<file path="config.mk">
export PLATFORM = sky130hd
export DESIGN_NAME = fixed_to_float32_convert
export DESIGN_NICKNAME = d
export VERILOG_FILES = /design/src/design/fcv_pkg.sv /design/src/design/fcv_lead.sv /design/src/design/fcv_align.sv /design/src/design/fcv_round.sv /design/src/design/fixed_to_float32_convert.sv
export SDC_FILE = /design/constraint.sdc
export NUM_CORES = 1
export LEC_CHECK = 0
export BUFFER_PORTS_ARGS = -buffer_cell sky130_fd_sc_hd__buf_2
export CORE_ASPECT_RATIO = 0.6
export CORE_UTILIZATION = 35
export CTS_BUF_LIST = sky130_fd_sc_hd__clkbuf_2 sky130_fd_sc_hd__clkbuf_4 sky130_fd_sc_hd__clkbuf_8
export DETAILED_ROUTE_END_ITERATION = 12
export PLACE_DENSITY = 0.6
export SLEW_MARGIN = 10
export SYNTH_ARGS = -nofsm -noshare
export SYNTH_HDL_FRONTEND = slang
export SYNTH_SLANG_ARGS = --single-unit
</file>
<file path="constraint.sdc">
create_clock -name clk -period 13.4 [get_ports clk]
set_clock_uncertainty 0.15 [all_clocks]
set_input_delay 0.67 -clock clk [delete_from_list [all_inputs] [get_ports clk]]
set_output_delay 0.67 -clock clk [all_outputs]
set_load 0.005 [all_outputs]
</file>
<file path="src/design/fcv_pkg.sv">
// Package for the fixed-point to single-precision converter.
// Holds the stage payload types, format constants and the leading-one search.
// No dependencies.
package fcv_pkg;

  localparam int unsigned XW = 32;  // integer input width
  localparam int unsigned EW = 16;  // exponent input width
  localparam int unsigned MW = 23;  // mantissa field width
  localparam int unsigned BW = 18;  // working width of the biased exponent

  localparam logic signed [BW-1:0] EXP_BIAS  = 18'sd127;
  localparam logic signed [BW-1:0] EXP_MAX   = 18'sd254;
  localparam logic signed [BW-1:0] EXP_MIN   = -18'sd22;
  localparam logic signed [BW-1:0] MANT_BITS = 18'sd23;
  localparam logic [31:0]          FLOAT_INF = 32'h7F80_0000;

  typedef enum logic [1:0] {
    KIND_ZERO,
    KIND_INF,
    KIND_NUM
  } kind_t;

  // after the leading-one search
  typedef struct packed {
    logic [XW-1:0]        x;
    logic signed [EW-1:0] exp_in;
    logic [4:0]           msb;
    logic                 zero;
  } lead_t;

  // after exponent forming and classification
  typedef struct packed {
    logic [XW-1:0]    frac;
    logic signed [6:0] sh;    // right shift of frac, negative means left
    logic [7:0]       e8;
    kind_t            kind;
  } align_t;

  function automatic logic [4:0] msb_of(input logic [XW-1:0] x);
    logic [4:0] pos;
    pos = 5'd0;
    for (int i = 0; i < XW; i++) begin
      if (x[i]) pos = 5'(i);
    end
    return pos;
  endfunction

endpackage

</file>
<file path="src/design/fcv_lead.sv">
// First stage: registers the input word and finds its leading one.
// Depends on fcv_pkg.
module fcv_lead import fcv_pkg::*; (
  input  logic                 clk,
  input  logic                 rst,
  input  logic                 adv,
  input  logic                 in_valid,
  input  logic [XW-1:0]        x,
  input  logic signed [EW-1:0] exp_in,
  output logic                 valid,
  output lead_t                data
);

  always_ff @(posedge clk) begin
    if (rst) begin
      valid <= 1'b0;
    end else if (adv) begin
      valid <= in_valid;
    end
  end

  always_ff @(posedge clk) begin
    if (adv && in_valid) begin
      data.x      <= x;
      data.exp_in <= exp_in;
      data.msb    <= msb_of(x);
      data.zero   <= (x == '0);
    end
  end

endmodule

</file>
<file path="src/design/fcv_align.sv">
// Second stage: forms the biased exponent, classifies the word and works out
// the mantissa shift. Depends on fcv_pkg.
module fcv_align import fcv_pkg::*; (
  input  logic   clk,
  input  logic   rst,
  input  logic   adv,
  input  logic   in_valid,
  input  lead_t  in_data,
  output logic   valid,
  output align_t data
);

  logic signed [BW-1:0] e;
  logic signed [BW-1:0] msb_s;
  logic signed [BW-1:0] cnt;
  logic signed [BW-1:0] sh_full;
  align_t               data_next;

  always_comb begin
    msb_s = $signed({13'd0, in_data.msb});
    e     = msb_s - $signed({{(BW-EW){in_data.exp_in[EW-1]}}, in_data.exp_in}) + EXP_BIAS;
    data_next = '0;
    if (e <= 18'sd0) begin
      // denormal: keep the leading one, step of 2^-149
      cnt            = msb_s + 18'sd1 - e;
      data_next.frac = in_data.x;
      data_next.e8   = 8'd0;
    end else begin
      cnt            = msb_s;
      data_next.frac = in_data.x ^ (32'd1 << in_data.msb);
      data_next.e8   = e[7:0];
    end
    sh_full      = cnt - MANT_BITS;
    data_next.sh = sh_full[6:0];
    if (in_data.zero || e < EXP_MIN) begin
      data_next.kind = KIND_ZERO;
    end else if (e > EXP_MAX) begin
      data_next.kind = KIND_INF;
    end else begin
      data_next.kind = KIND_NUM;
    end
  end

  always_ff @(posedge clk) begin
    if (rst) begin
      valid <= 1'b0;
    end else if (adv) begin
      valid <= in_valid;
    end
  end

  always_ff @(posedge clk) begin
    if (adv && in_valid) begin
      data <= data_next;
    end
  end

endmodule

</file>
<file path="src/design/fcv_round.sv">
// Third stage: aligns the mantissa, adds the first dropped bit and selects
// the special results. Depends on fcv_pkg.
module fcv_round import fcv_pkg::*; (
  input  logic        clk,
  input  logic        rst,
  input  logic        adv,
  input  logic        in_valid,
  input  align_t      in_data,
  output logic        valid,
  output logic [31:0] bits,
  output kind_t       kind
);

  logic [XW-1:0] shifted;
  logic [4:0]    amt;
  logic [4:0]    ridx;
  logic          rbit;
  logic [31:0]   res;

  always_comb begin
    ridx = in_data.sh[4:0] - 5'd1;
    if (!in_data.sh[6]) begin
      amt     = in_data.sh[4:0];
      shifted = in_data.frac >> amt;
      rbit    = (in_data.sh != 7'sd0) ? in_data.frac[ridx] : 1'b0;
    end else begin
      amt     = 5'(-in_data.sh);
      shifted = in_data.frac << amt;
      rbit    = 1'b0;
    end
    // carry out of the mantissa ripples into the exponent
    res = {1'b0, in_data.e8, shifted[MW-1:0]} + {31'd0, rbit};
  end

  always_ff @(posedge clk) begin
    if (rst) begin
      valid <= 1'b0;
    end else if (adv) begin
      valid <= in_valid;
    end
  end

  always_ff @(posedge clk) begin
    if (adv && in_valid) begin
      kind <= in_data.kind;
      unique case (in_data.kind)
        KIND_ZERO: bits <= 32'd0;
        KIND_INF:  bits <= FLOAT_INF;
        KIND_NUM:  bits <= res;
        default:   bits <= 32'd0;
      endcase
    end
  end

endmodule

</file>
<file path="src/design/fixed_to_float32_convert.sv">
// Top level of the unsigned fixed-point to single-precision converter.
// Depends on fcv_pkg, fcv_lead, fcv_align and fcv_round.
//
// A word on the input channel is fixed_integer * 2^-fixed_exponent; it is
// taken when fixed_valid is high and fixed_stall low. Each word gives one
// word on the output channel, float_bits, taken when float_valid is high
// and float_stall low. The sign bit is always zero; overflow gives
// +infinity, values below the smallest denormal give zero, and rounding
// adds the first dropped bit.
//
// Three register stages: leading-one search, exponent and shift forming,
// then mantissa shift with rounding. One word is taken every cycle while
// the output is not stalled. A stall on the output holds the last stage;
// earlier stages keep moving until they meet a full stage, so bubbles are
// squeezed out and fixed_stall rises only when all three stages hold words.
// Synchronous reset empties the pipeline; no word is held across it.
module fixed_to_float32_convert import fcv_pkg::*; (
  input  logic                 clk,
  input  logic                 rst,
  input  logic                 fixed_valid,
  output logic                 fixed_stall,
  input  logic [XW-1:0]        fixed_integer,
  input  logic signed [EW-1:0] fixed_exponent,
  output logic                 float_valid,
  input  logic                 float_stall,
  output logic [31:0]          float_bits
);

  logic   v1, v2, v3;
  logic   adv1, adv2, adv3;
  lead_t  s1;
  align_t s2;
  kind_t  k3;

  // a stage moves when it is empty or the one after it moves
  assign adv3        = !v3 || !float_stall;
  assign adv2        = !v2 || adv3;
  assign adv1        = !v1 || adv2;
  assign fixed_stall = !adv1;
  assign float_valid = v3;

  fcv_lead u_lead (
    .clk      (clk),
    .rst      (rst),
    .adv      (adv1),
    .in_valid (fixed_valid),
    .x        (fixed_integer),
    .exp_in   (fixed_exponent),
    .valid    (v1),
    .data     (s1)
  );

  fcv_align u_align (
    .clk      (clk),
    .rst      (rst),
    .adv      (adv2),
    .in_valid (v1),
    .in_data  (s1),
    .valid    (v2),
    .data     (s2)
  );

  fcv_round u_round (
    .clk      (clk),
    .rst      (rst),
    .adv      (adv3),
    .in_valid (v2),
    .in_data  (s2),
    .valid    (v3),
    .bits     (float_bits),
    .kind     (k3)
  );

  a_take_lands: assert property (@(posedge clk) disable iff (rst)
    fixed_valid && !fixed_stall |=> v1)
    else $error("accepted word did not reach the first stage");

  a_full_stalls: assert property (@(posedge clk) disable iff (rst)
    v1 && v2 && v3 && float_stall |-> fixed_stall)
    else $error("input taken while the pipeline is full and stalled");

  a_sign_zero: assert property (@(posedge clk) disable iff (rst)
    float_valid |-> !float_bits[31])
    else $error("sign bit set on output word");

  a_special: assert property (@(posedge clk) disable iff (rst)
    float_valid && k3 == KIND_INF |-> float_bits == FLOAT_INF)
    else $error("overflow word is not infinity");

endmodule
</file>
# ---- Word level (Yosys, flattened, before mapping)
# Index checks and enable logic that the tools add are counted.
dict set report totals {
  register_bits 138
  input_bits 52
  out_inout_bits 34
  elab_cells 91
}
dict set report op_classes {
  n_addsub 8
  magnitude_cmp 4
  eq_ne 2
  shift 3
  mux 39
  bitwise_logic 1
  reduce_logical 18
}
# cell n
set op_table {}
lappend op_table {{two-way mux 4 bit} 16}
lappend op_table {{case mux 32 bit (2 select lines)} 1}
lappend op_table {{adder 31 x 1 -> 32 bit} 1}
lappend op_table {{logical NOT 32 bit} 1}
lappend op_table {{two-way mux 32 bit} 1}
lappend op_table {{left shift 1 x 5 -> 32 bit (first input constant)} 1}
lappend op_table {{left shift 32 x 5 -> 23 bit} 1}
lappend op_table {{>> shifter 32 x 5 -> 23 bit} 1}
lappend op_table {{bitwise XOR 32 bit} 1}
lappend op_table {{two-way mux 3 bit} 8}
lappend op_table {{two-way mux 23 bit} 1}
lappend op_table {{adder 17 x 8 -> 18 bit (second input constant)} 1}
lappend op_table {{greater-than comparator 18 x 9 -> 1 bit (second input constant)} 1}
lappend op_table {{less-or-equal comparator 18 x 1 -> 1 bit (second input constant)} 1}
lappend op_table {{< comparator 18 x 6 -> 1 bit (second input constant)} 1}
lappend op_table {{subtractor 6 x 16 -> 17 bit} 1}
lappend op_table {{OR reduction 16 bit} 1}
lappend op_table {{two-way mux 2 bit} 5}
lappend op_table {{OR reduction 8 bit} 1}
lappend op_table {{two-way mux 7 bit} 1}
lappend op_table {{nonzero test 7 bit} 1}
lappend op_table {{subtractor 7 x 6 -> 7 bit (second input constant)} 1}
lappend op_table {{subtractor 7 bit} 1}
lappend op_table {{adder 5 x 1 -> 6 bit (second input constant)} 1}
lappend op_table {{12 further kinds} 25}

# ---- Logic depth before layout (Yosys ltp)
# Gate-level depths: netlist (run 1).
dict set report depth {
  depth_word 30
  mapped_depth 23
}

# ---- Cells and area by module
# A second synthesis (run 1) with hierarchy kept.
dict set report hier_totals {
  cells_unflattened 1065
  hier_area_um2 11333.4
}
# module instances cells_each area_per_inst_um2
set modules_own_cells {}
lappend modules_own_cells {fcv_round 1 637 5947.0}
lappend modules_own_cells {fcv_align 1 301 3314.4}
lappend modules_own_cells {fcv_lead 1 123 2048.2}
lappend modules_own_cells {fixed_to_float32_convert 1 4 23.8}

# ---- Worst setup path before layout (run 1)
# Ideal clock, no wire load.
dict set report synth_timing {
  path_type {register to register}
  from {register u_align.data[10] in the netlist's numbering}
  to {register u_round.bits[25], data pin}
  setup_ps 135
  t_arrival_ps 4778
  t_required_ps 13115
  setup_slack_ps 8337
  path_stages_with_launch 21
  period_less_slack_ps 5063
  cell_sequence {edfxtp_1 > buf_6 > buf_12 > buf_4 > buf_4 > buf_4 > inv_1 > ha_1 > xor2_1 > clkbuf_1 > clkbuf_1 > nor2_1 > nor2_1 > o221ai_1 > a221oi_1 > ha_1 > o311ai_0 > nor4_4 > nand4_2 > or4_1 > nand3_1}
}
dict set report synth_via {
  elab_chain_len 7
  elab_cells_between_ends 12
  classes_between {3 x add/sub; 2 x shift; 6 x mux; 1 x reduce/logical}
}
# element line
set synth_rtl {}
lappend synth_rtl {{start, declared} fcv_align.sv:10} ;# output align_t data
lappend synth_rtl {{start signal, assigned} fcv_align.sv:54} ;# data <= data_next;
lappend synth_rtl {{subtractor 5 x 1 -> 5 bit} fcv_round.sv:21} ;# ridx = in_data.sh[4:0] - 5'd1;
lappend synth_rtl {{binary-select mux 1 bit (select 5 bit)} fcv_round.sv:25} ;# rbit = (in_data.sh != 7'sd0) ? in_data.frac[ridx] : 1'b0;
lappend synth_rtl {{two-way mux 1 bit (not written as such)} fcv_round.sv:25}
lappend synth_rtl {{two-way mux 1 bit} fcv_round.sv:25}
lappend synth_rtl {{two-way mux 1 bit} fcv_round.sv:22} ;# if (!in_data.sh[6]) begin
lappend synth_rtl {{adder 31 x 1 -> 32 bit *} fcv_round.sv:32} ;# res = {1'b0, in_data.e8, shifted[MW-1:0]} + {31'd0, rbit};
lappend synth_rtl {{case mux 32 bit (2 select lines) *} fcv_round.sv:46} ;# unique case (in_data.kind)
lappend synth_rtl {{end signal, assigned} fcv_round.sv:49} ;# KIND_NUM: bits <= res;
lappend synth_rtl {{end, declared} fcv_round.sv:10} ;# output logic [31:0] bits,
# Every way passes the cells marked *; elsewhere a longest branch is shown, timed or not. The select of a mux whose other input is x is not followed.
# A chain may end at the register's enable or synchronous reset.

# ---- Worst setup path in the final report (run 1)
dict set report layout_timing {
  from {register u_align.data[11] in the netlist's numbering}
  to {register u_round.bits[31], data pin}
}
# Same word-level chain as after synthesis.

==> impl_summary.log, run 1 <==
[metrics] maximum buffer depth of the clock tree: 2
[metrics] leading register cell type out of synthesis: edfxtp_1
[metrics] DRT Wirelength: 32.14 mm
[metrics] min cycle time layout: 5.376 ns
[metrics] number of synthesized register bits: 138
[metrics] floorplan die height: 139.0 microns
[metrics] layout filler cell count: 2961
[metrics] pin count of the biggest net entering global routing: 62
[metrics] count of cell types in the netlist: 86
[metrics] post-place setup slack: 8.099 ns
[metrics] library cell occupying the most area in the post-synthesis netlist: edfxtp_1
[metrics] remaining global-route overflow: 0
[metrics] clock buffers created by TritonCTS: 17
[metrics] async set-or-reset flop fraction in the synthesized netlist: 0
[metrics] Root Buffer Master: clkbuf_8
[metrics] share of power burned in combinational logic: 0.390
[metrics] overall track demand over capacity in global routing: 0.2015
[metrics] count of pins over their slew limit: 0
[metrics] IO Pins: 86
[metrics] # setup viols final: 0
[metrics] final RePlAce weighted congestion: 0.9977
[metrics] Final nets: 1175
[metrics] Final Hold Slack: 0.2142 ns
[metrics] sequential cell fraction of total power: 0.357
[metrics] most used standard cells in the synthesized netlist: edfxtp_1, nor2_1, nand2_1
[metrics] Slew headroom: 0.2265
[metrics] clock tree sinks: 138
[metrics] synthesized netlist net count: 1112
[metrics] Initial Utilization: 0.3606
[metrics] via count: 8993
[metrics] number of instances resized during post-cts repair: 0
[metrics] Die W: 230.3 microns
[metrics] final critical-path setup slack: 8.024 ns
[metrics] sum of net half-perimeters after detailed placement: 24.13 mm
[metrics] Via density: 5.920
[metrics] synthesized area: 10940 sq um
[metrics] P&R area growth vs syn: 11.60%
[metrics] max capacitance violation total: 0
[metrics] clock latency on the worst-skew pair: 0.47 ns
[metrics] vias in the first global route: 8282
[metrics] total net switching power: 0.0005822 W
[metrics] site row count: 49
[metrics] total number of H-tree levels: 4
[metrics] antenna viol nets, final: 0
[metrics] class of the most critical setup path: reg -> reg
[metrics] register area share after synthesis: 0.3759
[metrics] post-CTS setup buffers: 0
[metrics] Crit path required time: 13.53 ns
[metrics] power density relative to cell area: 126.0 nW/um^2
[metrics] switching power as a share of total power: 0.3784
[metrics] Max Fclk: 0.1860 GHz
[metrics] DRC violation total after the first TritonRoute iteration: 1158
[metrics] DRC violation count after routing: 0
[metrics] path class of the lowest-slack min-delay path: in -> reg
[metrics] setup repair after global routing missed its margin: false
[metrics] CORE AREA: 30350 sq um
[metrics] hold-fix buffers at CTS: 0
[metrics] Post-synth EDFFs: 135
[metrics] first-pass GRT wire length: 49.61 mm
[metrics] clock transition at the register clock pins on the worst setup and hold paths after CTS: 0.09 ns
[metrics] Overall Power: 0.001538 W
[metrics] proportion of layout cells with a drive suffix above 1: 0.2151
[metrics] Routed WL per cell: 21.16 microns
[metrics] syn_area_per_cell: 10.57 sq um
[metrics] critical-path maximum fanout: 39
[metrics] post-synth top area share: 0.3704
[metrics] worst endpoint data arrival time: 5.50 ns
[metrics] final setup TNS: 0 ns
[metrics] crit end category: register
[metrics] cell count after synthesis: 1035
[metrics] share of the core filled with cells in the final layout: 0.4025
[metrics] share of the cycle needed by the critical path after routing: 0.4012
[metrics] status: completed
[metrics] number of buffers added on ports: 85
[metrics] yosys warns: 0
[metrics] Synth area leaders: edfxtp_1, mux4_2, mux2i_1
[metrics] number of hold violations in the final report: 0
[metrics] Clk pwr share: 0.253
[metrics] CTS tree: done
[metrics] antenna fix cells: 0
[metrics] slew at the pin closest to its max-slew limit: 1.146 ns
[metrics] Worst setup SP type: register
[metrics] number of search-and-repair iterations in the first detailed-routing pass: 5
[metrics] total leakage power: 4.398 nW
[metrics] most used standard cell by instance count after synthesis: edfxtp_1
[metrics] cell-internal power: 0.0009562 W
[metrics] Die Area: 32000 sq um
[metrics] initial antenna violation count: 0
[metrics] IR Drop Worst-Case VDD: 0.00006178 V
[critical path, stage by stage (launching register included)]
cell	delay [ns]
edfxtp_1	0.33
buf_4	0.47
inv_2	0.32
ha_1	0.37
buf_4	0.38
mux2i_1	0.18
mux4_2	0.55
or4_1	0.46
o311a_4	0.16
or4b_4	0.60
nor4_1	0.63
nand4_1	0.26
nor4_1	0.32
[stage by stage]
step | std cells | cell area [sq um]
3_5_place_dp | 1487 | 11770
5_1_grt | 1519 | 12210
6_report | 1519 | 12210
4_1_cts | 1519 | 12210
3_3_place_gp | 1487 | 11770
2_1_floorplan | 1035 | 10940
[kinds of logic after synthesis]
logic type,after synthesis,share of synthesized area
buffers and inverters,93,0.03899
XOR/XNOR,72,0.05762
AND/OR/NAND/NOR,388,0.1822
multiplexers,140,0.1965
AO/OA/AOI/OAI,179,0.1188
adder cells (fa/ha/maj),25,0.02995
flip-flops,138,0.3759
[state kept, by name (all words and copies together) (netlist names)]
name	cells
u_lead.data	54
u_lead.valid	1
u_align.data	49
u_round.bits	32
u_align.valid	1
u_round.valid	1
[routing by layer]
metal / track usage / wire length [microns] / vias to the layer above
met5: 0 / 0 / -
met4: 0.05368 / 520 / 0
met3: 0.05715 / 3574 / 49
met2: 0.2533 / 12210 / 499
met1: 0.3239 / 15840 / 4317
li1: - / - / 4128
[path summary, 6_finish.rpt]
| path | from | to | slack, ns | depth (start not counted) |
|---|---|---|---|---|
| min reg2reg | u_align.valid$_SDFFE_PP0P_ | u_round.valid$_SDFFE_PP0P_ | 0.35 | 2 |
| min | fixed_exponent[7] | u_lead.data[13]$_DFFE_PP_ | 0.21 | 1 |
| max | u_align.data[11]$_DFFE_PP_ | u_round.bits[31]$_DFFE_PP_ | 8.02 | 12 |
| max reg2reg | u_align.data[11]$_DFFE_PP_ | u_round.bits[31]$_DFFE_PP_ | 8.02 | 12 |
[final cells by class]
cell class	count	area [sq um]	share of cell area
Multi-Input combinational cell	804	6459	0.5288
Sequential cell	138	4114	0.3368
Timing Repair Buffer	103	560.5	0.04589
Tap cell	408	510.5	0.04179
Clock buffer	17	234.0	0.01916
Clock inverter	15	209.0	0.01711
Inverter	34	127.6	0.01045
[power groups by stage]
stage / clock network [W] / logic, W / registers (W)
global route: 0.000415 / 0.000645 / 0.000552
global placement: 0 / 0.000582 / 0.000556
finish: 0.000390 / 0.000599 / 0.000549
floorplan: 0 / 0.000432 / 0.000543
detailed placement: 0 / 0.000581 / 0.000558
CTS: 0.000399 / 0.000584 / 0.000548
[placed cells by master (no fill, tap or decap), drive strengths merged, types with 7 or more instances in the layout]
| cell type | count |
|---|---|
| edfxtp | 135 |
| buf | 103 |
| nor2 | 89 |
| nand2 | 88 |
| mux2i | 63 |
| mux4 | 57 |
| nand3 | 50 |
| inv | 39 |
| xnor2 | 37 |
| a21oi | 36 |
| xor2 | 35 |
| nor4 | 33 |
| nor3 | 29 |
| o21ai | 24 |
| ha | 23 |
| mux2 | 20 |
| clkbuf | 17 |
| and2 | 16 |
| nand2b | 15 |
| and3 | 13 |
| nor2b | 12 |
| a31oi | 11 |
| a211oi | 11 |
| a221oi | 9 |
| o31ai | 9 |
| a21o | 8 |
| or3 | 8 |
| nor3b | 8 |
| o211ai | 7 |
| nand4 | 7 |
Power figures use the tool's default switching activity.
==> inputs of run 2 (changes only) <==
==> constraint.sdc (replaced) <==
create_clock -name clk -period 5.1 [get_ports clk]
set_clock_uncertainty 0.15 [all_clocks]
set_input_delay 0.255 -clock clk [delete_from_list [all_inputs] [get_ports clk]]
set_output_delay 0.255 -clock clk [all_outputs]
set_load 0.005 [all_outputs]
==> run 2 against run 1 <==
Clock-buffer cell count is 5 higher. First-iteration DRC count is 0.95% higher. Power grew to 2.6 times the previous value. Register-to-register slack worse by 7.7 ns. Clock power is 130% higher. Wire length is 2.0% higher. Via count is 2.0% higher. Critical endpoint is now u_round.bits[25]$_DFFE_PP_. Largest cell class unchanged.
==> impl_summary.log, run 2 (synthesized netlist as in run 1, its figures left out) <==
[metrics] GRT met2 Usage: 0.2698
[metrics] most congested layer reported by global routing: met1
[metrics] hold-fix buffers at CTS: 51
[metrics] antenna fix cells: 0
[metrics] largest registers: u_lead.data: 54 flops, u_align.data: 49 flops, u_round.bits: 32 flops
[metrics] Worst setup SP type: register
[metrics] final setup TNS: 0 ns
[metrics] Die Area: 32000 sq um
[metrics] Max Fclk: 0.2116 GHz
[metrics] initial antenna violation count: 0
[metrics] pin count of the biggest net entering global routing: 73
[metrics] number of buffers added on ports: 85
[metrics] met1 layer usage reported by global route: 0.3254
[metrics] floorplan die height: 139.0 microns
[metrics] DRC violation count after routing: 0
[metrics] vias in the first global route: 8722
[metrics] Initial Utilization: 0.3606
[metrics] site row count: 49
[metrics] Cell Area, Placed: 11920 sq um
[metrics] number of instances resized during post-cts repair: 0
[metrics] max capacitance violation total: 0
[metrics] class of the most critical setup path: reg -> reg
[metrics] overall track demand over capacity in global routing: 0.2071
[metrics] highest-count cells in the layout ignoring fill and taps: edfxtp_1, nor2_1, nand2_1
[metrics] antenna viol nets, final: 0
[metrics] clock tree sinks: 138
[metrics] post-CTS setup buffers: 0
[metrics] number of hold violations in the final report: 0
[metrics] path class of the lowest-slack min-delay path: in -> reg
[metrics] critical-path maximum fanout: 12
[metrics] Reg2Reg Setup Slack: 0.37 ns
[metrics] status: completed
[metrics] Root Buffer Master: clkbuf_8
[metrics] IR Drop Worst-Case VDD: 0.0001788 V
[metrics] clock buffers created by TritonCTS: 17
[metrics] Final nets: 1243
[metrics] GR Util met3: 0.06682
[metrics] clock transition at the register clock pins on the worst setup and hold paths after CTS: 0.09 ns
[metrics] worst endpoint data arrival time: 4.91 ns
[metrics] proportion of layout cells with a drive suffix above 1: 0.2171
[metrics] count of cells along the worst hold path: 2
[metrics] area of the multi-input gates: 6451 sq um
[metrics] register bank with the most flops: u_lead.data
[metrics] clock latency on the worst-skew pair: 0.47 ns
[metrics] number of search-and-repair iterations in the first detailed-routing pass: 5
[metrics] setup repair after global routing missed its margin: false
[metrics] DRC violation total after the first TritonRoute iteration: 1169
[metrics] max reg flops: 54
[metrics] # setup viols final: 0
[metrics] layout filler cell count: 2919
[metrics] Storage cell area: 4114 sq um
[metrics] total number of H-tree levels: 4
[metrics] Placed Cells incl. Taps: 1504
[metrics] remaining global-route overflow: 0
[metrics] via count: 9169
[metrics] crit end category: register
[metrics] Crit path required time: 5.28 ns
[metrics] Finished Cell Area: 12820 sq um
[metrics] Slew headroom: 0.3026
[metrics] IO Pins: 86
[metrics] CORE AREA: 30350 sq um
[metrics] power density relative to cell area: 310.6 nW/um^2
[metrics] maximum buffer depth of the clock tree: 2
[metrics] leading cell type in the layout, fill and taps excluded: edfxtp_1
[metrics] share of the cycle needed by the critical path after routing: 0.9268
[metrics] Via density: 5.778
[metrics] DRT Wirelength: 32.77 mm
[metrics] Die W: 230.3 microns
[metrics] first-pass GRT wire length: 51.24 mm
[metrics] total leakage power: 4.669 nW
[metrics] final RePlAce weighted congestion: 0.9853
[metrics] Worst R2R Start: u_align.data[10]$_DFFE_PP_
[metrics] non-filler cells in the finished layout: 1587
[metrics] count of pins over their slew limit: 0
[metrics] sum of net half-perimeters after detailed placement: 25.00 mm
[metrics] capture endpoint of the worst hold path: u_lead.data[15]$_DFFE_PP_
[metrics] hold path start: fixed_exponent[9]
[metrics] min cycle time layout: 4.727 ns
[metrics] Routed WL per cell: 20.65 microns
[metrics] slew at the pin closest to its max-slew limit: 1.043 ns
[metrics] P&R area growth vs syn: 17.14%
[metrics] depth of the most critical reg-to-reg path: 11
[metrics] Overall Power: 0.003982 W
[metrics] CTS tree: done
[metrics] worst flop-to-flop path endpoint: u_round.bits[25]$_DFFE_PP_
run 2: worst max path at each step:
stage	startpoint	endpoint	slack, ns
2_1_floorplan	u_align.data[10]$_DFFE_PP_	u_round.bits[25]$_DFFE_PP_	0.04
6_report	u_align.data[10]$_DFFE_PP_	u_round.bits[25]$_DFFE_PP_	0.37
4_1_cts	u_align.data[10]$_DFFE_PP_	u_round.bits[30]$_DFFE_PP_	0.41
5_1_grt	u_align.data[10]$_DFFE_PP_	u_round.bits[25]$_DFFE_PP_	0.08
3_3_place_gp	u_align.data[10]$_DFFE_PP_	u_round.bits[30]$_DFFE_PP_	0.55
3_5_place_dp	u_align.data[10]$_DFFE_PP_	u_round.bits[30]$_DFFE_PP_	0.45
run 2: final cells by class:
type | count | area share
Clock buffer | 22 | 0.02118
Inverter | 34 | 0.009955
Sequential cell | 138 | 0.3209
Clock inverter | 10 | 0.009467
Multi-Input combinational cell | 804 | 0.5032
Timing Repair Buffer | 171 | 0.09545
Tap cell | 408 | 0.03982
run 2: critical path, cell delays in order, from the launching register on:
cell and delay (ns):
edfxtp_1 0.46, inv_1 0.13, ha_1 0.61, mux2i_1 0.17, mux4_2 0.53, or4_1 0.50, o311a_4 0.17, or4b_4 0.60
nor4_4 0.35, nand4_2 0.30, or4_1 0.54, nand3_1 0.08
run 2: per-layer routing:
layer / share of wire / wire, microns / vias up
li1: - / - / 4263
met1: 0.50 / 16370 / 4459
met2: 0.39 / 12790 / 418
met3: 0.10 / 3280 / 29
met4: 0.010 / 332 / 0
met5: 0 / 0 / -
run 2: where the power goes:
| group | switching [W] | internal [W] | total (W) |
|---|---|---|---|
| sequential | 0.0000905 | 0.00135 | 0.00144 |
| clock | 0.000434 | 0.000463 | 0.000898 |
| combinational | 0.000973 | 0.000668 | 0.00164 |
| total | 0.00150 | 0.00248 | 0.00398 |
run 2: stage by stage:
stage / util / setup WS (ns) / hold WS (ns)
detailed placement: 0.3927 / 0.4462 / 0.2831
global placement: 0.3927 / 0.5482 / 0.2825
finish: 0.4224 / 0.3732 / 0.3385
global route: 0.4224 / 0.07598 / 0.2894
CTS: 0.4224 / 0.4120 / 0.2920
floorplan: - / 0.03700 / 0.1774
==> inputs of run 3 (changes only) <==
--- a/config.mk
+++ b/config.mk
@@ -6,11 +6,11 @@
 export NUM_CORES = 1
 export LEC_CHECK = 0
 export BUFFER_PORTS_ARGS = -buffer_cell sky130_fd_sc_hd__buf_2
-export CORE_ASPECT_RATIO = 0.6
+export CORE_ASPECT_RATIO = 1.25
 export CORE_UTILIZATION = 35
 export CTS_BUF_LIST = sky130_fd_sc_hd__clkbuf_2 sky130_fd_sc_hd__clkbuf_4 sky130_fd_sc_hd__clkbuf_8
 export DETAILED_ROUTE_END_ITERATION = 12
-export PLACE_DENSITY = 0.6
+export PLACE_DENSITY = 0.55
 export SLEW_MARGIN = 10
 export SYNTH_ARGS = -nofsm -noshare
 export SYNTH_HDL_FRONTEND = slang
==> run 3 against run 2 <==
Maximum frequency rose by 3.0%. Sequential power is essentially flat. Non-clock buffer count grew 4. Critical path type unchanged. Die area barely moved. Clock-buffer cell count shrank 5. Core utilization is 0.66 points lower. Flip-flop and latch count unchanged. Cell area is 0.23% higher. Clock power increased by 3.0%. Worst setup slack improved by 0.14 ns.
==> impl_summary.log, run 3 (synthesized netlist as in run 1, its figures left out) <==
[metrics] Routed WL per cell: 20.46 microns
[metrics] Die Area: 31980 sq um
[metrics] count of pins over their slew limit: 0
[metrics] clock buffers created by TritonCTS: 17
[metrics] clock latency on the worst-skew pair: 0.47 ns
[metrics] share of the cycle needed by the critical path after routing: 0.8999
[metrics] crit end category: register
[metrics] P&R area growth vs syn: 17.41%
[metrics] total number of H-tree levels: 4
[metrics] cell seen most often among critical-path stages: inv_1
[metrics] met1 layer usage reported by global route: 0.2340
[metrics] final setup TNS: 0 ns
[metrics] setup repair after global routing missed its margin: false
[metrics] sum of net half-perimeters after detailed placement: 24.78 mm
[metrics] depth of the critical timing path with buffers and inverters included: 19
[metrics] critical-path maximum fanout: 18
[metrics] CORE AREA: 30900 sq um
[metrics] depth of the most critical reg-to-reg path: 19
[metrics] IO Pins: 86
[metrics] antenna viol nets, final: 0
[metrics] CTS tree: done
[metrics] IR Drop Worst-Case VDD: 0.0002461 V
[metrics] number of hold violations in the final report: 0
[metrics] status: completed
[metrics] DRT Wirelength: 32.52 mm
[metrics] via count: 8918
[metrics] post-place setup slack: 0.5161 ns
[metrics] number of instances resized during post-cts repair: 0
[metrics] highest-count cells in the layout ignoring fill and taps: edfxtp_1, nor2_1, nand2_1
[metrics] Die W: 160.2 microns
[metrics] Max Fclk: 0.2179 GHz
[metrics] min cycle time layout: 4.589 ns
[metrics] Crit path required time: 5.16 ns
[metrics] max reg flops: 54
[metrics] timing startpoint of the critical path: u_lead.data[6]$_DFFE_PP_
[metrics] power density relative to cell area: 312.7 nW/um^2
[metrics] Via density: 5.609
[metrics] GR Util met3: 0.02906
[metrics] CP max-delay cell: xnor2_1
[metrics] cell breakdown of the critical path: inv_1 > ha_1 > inv_1 > fa_1 > nand2b_1 > a21oi_1 > o21bai_1 > xnor2_1 > nand4_1 > o31ai_4 > buf_4 > nor2_1 > a21oi_1 > inv_1 > ha_1 > nand2_1 > mux2_2 > o211ai_1 > xnor2_1
[metrics] Final nets: 1247
[metrics] pin count of the biggest net entering global routing: 91
[metrics] final RePlAce weighted congestion: 0.9372
[metrics] site row count: 72
[metrics] Root Buffer Master: clkbuf_8
[metrics] slew at the pin closest to its max-slew limit: 1.170 ns
[metrics] hold-fix buffers at CTS: 51
[metrics] worst flop-to-flop path endpoint: u_align.data[14]$_DFFE_PP_
[metrics] proportion of layout cells with a drive suffix above 1: 0.2198
[metrics] GRT met2 Usage: 0.3794
[metrics] overall track demand over capacity in global routing: 0.2067
[metrics] class of the most critical setup path: reg -> reg
[metrics] worst endpoint data arrival time: 4.65 ns
[metrics] delay of the slowest cell on the worst path: 0.49 ns
[metrics] leading cell type in the layout, fill and taps excluded: edfxtp_1
[metrics] maximum buffer depth of the clock tree: 2
[metrics] Slew headroom: 0.2203
[metrics] Overall Power: 0.004018 W
[metrics] number of search-and-repair iterations in the first detailed-routing pass: 5
[metrics] number of buffers and inverters on the critical path: 4
[metrics] total leakage power: 4.695 nW
[metrics] path class of the lowest-slack min-delay path: in -> reg
[metrics] Reg2Reg Setup Slack: 0.51 ns
[metrics] clock transition at the register clock pins on the worst setup and hold paths after CTS: 0.09 ns
[metrics] register bank with the most flops: u_lead.data
[metrics] end point of the critical path: u_align.data[14]$_DFFE_PP_
[metrics] share of the core filled with cells in the final layout: 0.4159
[metrics] Worst R2R Start: u_lead.data[6]$_DFFE_PP_
[metrics] layout filler cell count: 3038
[metrics] most congested layer reported by global routing: met2
[metrics] vias in the first global route: 8807
[metrics] Worst setup SP type: register
[metrics] max capacitance violation total: 0
[metrics] initial antenna violation count: 0
[metrics] number of buffers added on ports: 85
[metrics] DRC violation total after the first TritonRoute iteration: 479
[metrics] first-pass GRT wire length: 50.34 mm
[metrics] remaining global-route overflow: 0
[metrics] final critical-path setup slack: 0.5105 ns
[metrics] largest registers: u_lead.data: 54 flops, u_align.data: 49 flops, u_round.bits: 32 flops
[metrics] post-CTS setup buffers: 0
[metrics] clock tree sinks: 138
[metrics] # setup viols final: 0
[metrics] antenna fix cells: 0
[metrics] floorplan die height: 199.7 microns
[metrics] family of cells with the greatest summed delay on the critical path: compound AO/OA/AOI/OAI gates
[metrics] DRC violation count after routing: 0
[metrics] Initial Utilization: 0.3542
## run 3: changes by cell type in the layout (fill, tap and decap cells not counted)
| cell | before | now |
|---|---|---|
| buf_12 | 2 | 1 |
| clkinv_8 | 0 | 1 |
| clkinv_2 | 1 | 0 |
| buf_4 | 33 | 38 |
| clkbuf_4 | 5 | 0 |
| inv_8 | 0 | 6 |
| clkinvlp_4 | 4 | 2 |
| bufinv_16 | 2 | 1 |
| inv_6 | 2 | 4 |
## run 3: worst register-to-register path, stage by stage, from the launching register on
cell	delay (ns)
edfxtp_1	0.46
inv_1	0.09
ha_1	0.16
inv_1	0.06
fa_1	0.39
nand2b_1	0.18
a21oi_1	0.26
o21bai_1	0.12
xnor2_1	0.49
nand4_1	0.27
o31ai_4	0.38
buf_4	0.29
nor2_1	0.07
a21oi_1	0.18
inv_1	0.06
ha_1	0.23
nand2_1	0.07
mux2_2	0.16
o211ai_1	0.14
xnor2_1	0.15
## run 3: per-stage QoR
stage,hold slack (ns),instance area (sq um),instances
4_1_cts,0.1468,12850,1590
5_1_grt,0.1852,12850,1590
6_report,0.1846,12850,1590
3_3_place_gp,0.2814,11930,1507
3_5_place_dp,0.2831,11930,1507
2_1_floorplan,0.1774,10940,1035
## run 3: layer usage
layer / part of all wire / up-vias / wire [microns]
met1: 0.40 / 4336 / 12990
met2: 0.52 / 248 / 17050
met5: 0 / - / 0
met4: 0.044 / 0 / 1415
met3: 0.033 / 66 / 1066
li1: - / 4268 / -
## run 3: how the worst min path moves through the flow
stage / depth (start not counted) / end / slack, ns / from
2_1_floorplan: 1 / u_align.valid$_SDFFE_PP0P_ / 0.18 / rst
3_3_place_gp: 1 / u_lead.data[19]$_DFFE_PP_ / 0.28 / fixed_exponent[13]
3_5_place_dp: 1 / u_lead.data[12]$_DFFE_PP_ / 0.28 / fixed_exponent[6]
4_1_cts: 4 / u_align.valid$_SDFFE_PP0P_ / 0.15 / float_stall
5_1_grt: 4 / u_align.valid$_SDFFE_PP0P_ / 0.19 / float_stall
6_report: 4 / u_align.valid$_SDFFE_PP0P_ / 0.18 / float_stall
## run 3: area by class of cell
| type | count | area (sq um) | share of cell area |
|---|---|---|---|
| clock inverter | 15 | 172.7 | 0.01344 |
| multi-input combinational | 804 | 6451 | 0.5020 |
| sequential | 138 | 4114 | 0.3202 |
| timing repair buffer | 175 | 1241 | 0.09659 |
| tap | 407 | 509.2 | 0.03963 |
| clock buffer | 17 | 234.0 | 0.01821 |
| inverter | 34 | 127.6 | 0.009932 |
## run 3: where the power goes
part	switching [W]	internal (W)
clock	0.000510	0.000414
sequential	0.0000909	0.00135
combinational	0.000974	0.000677
total	0.00157	0.00244
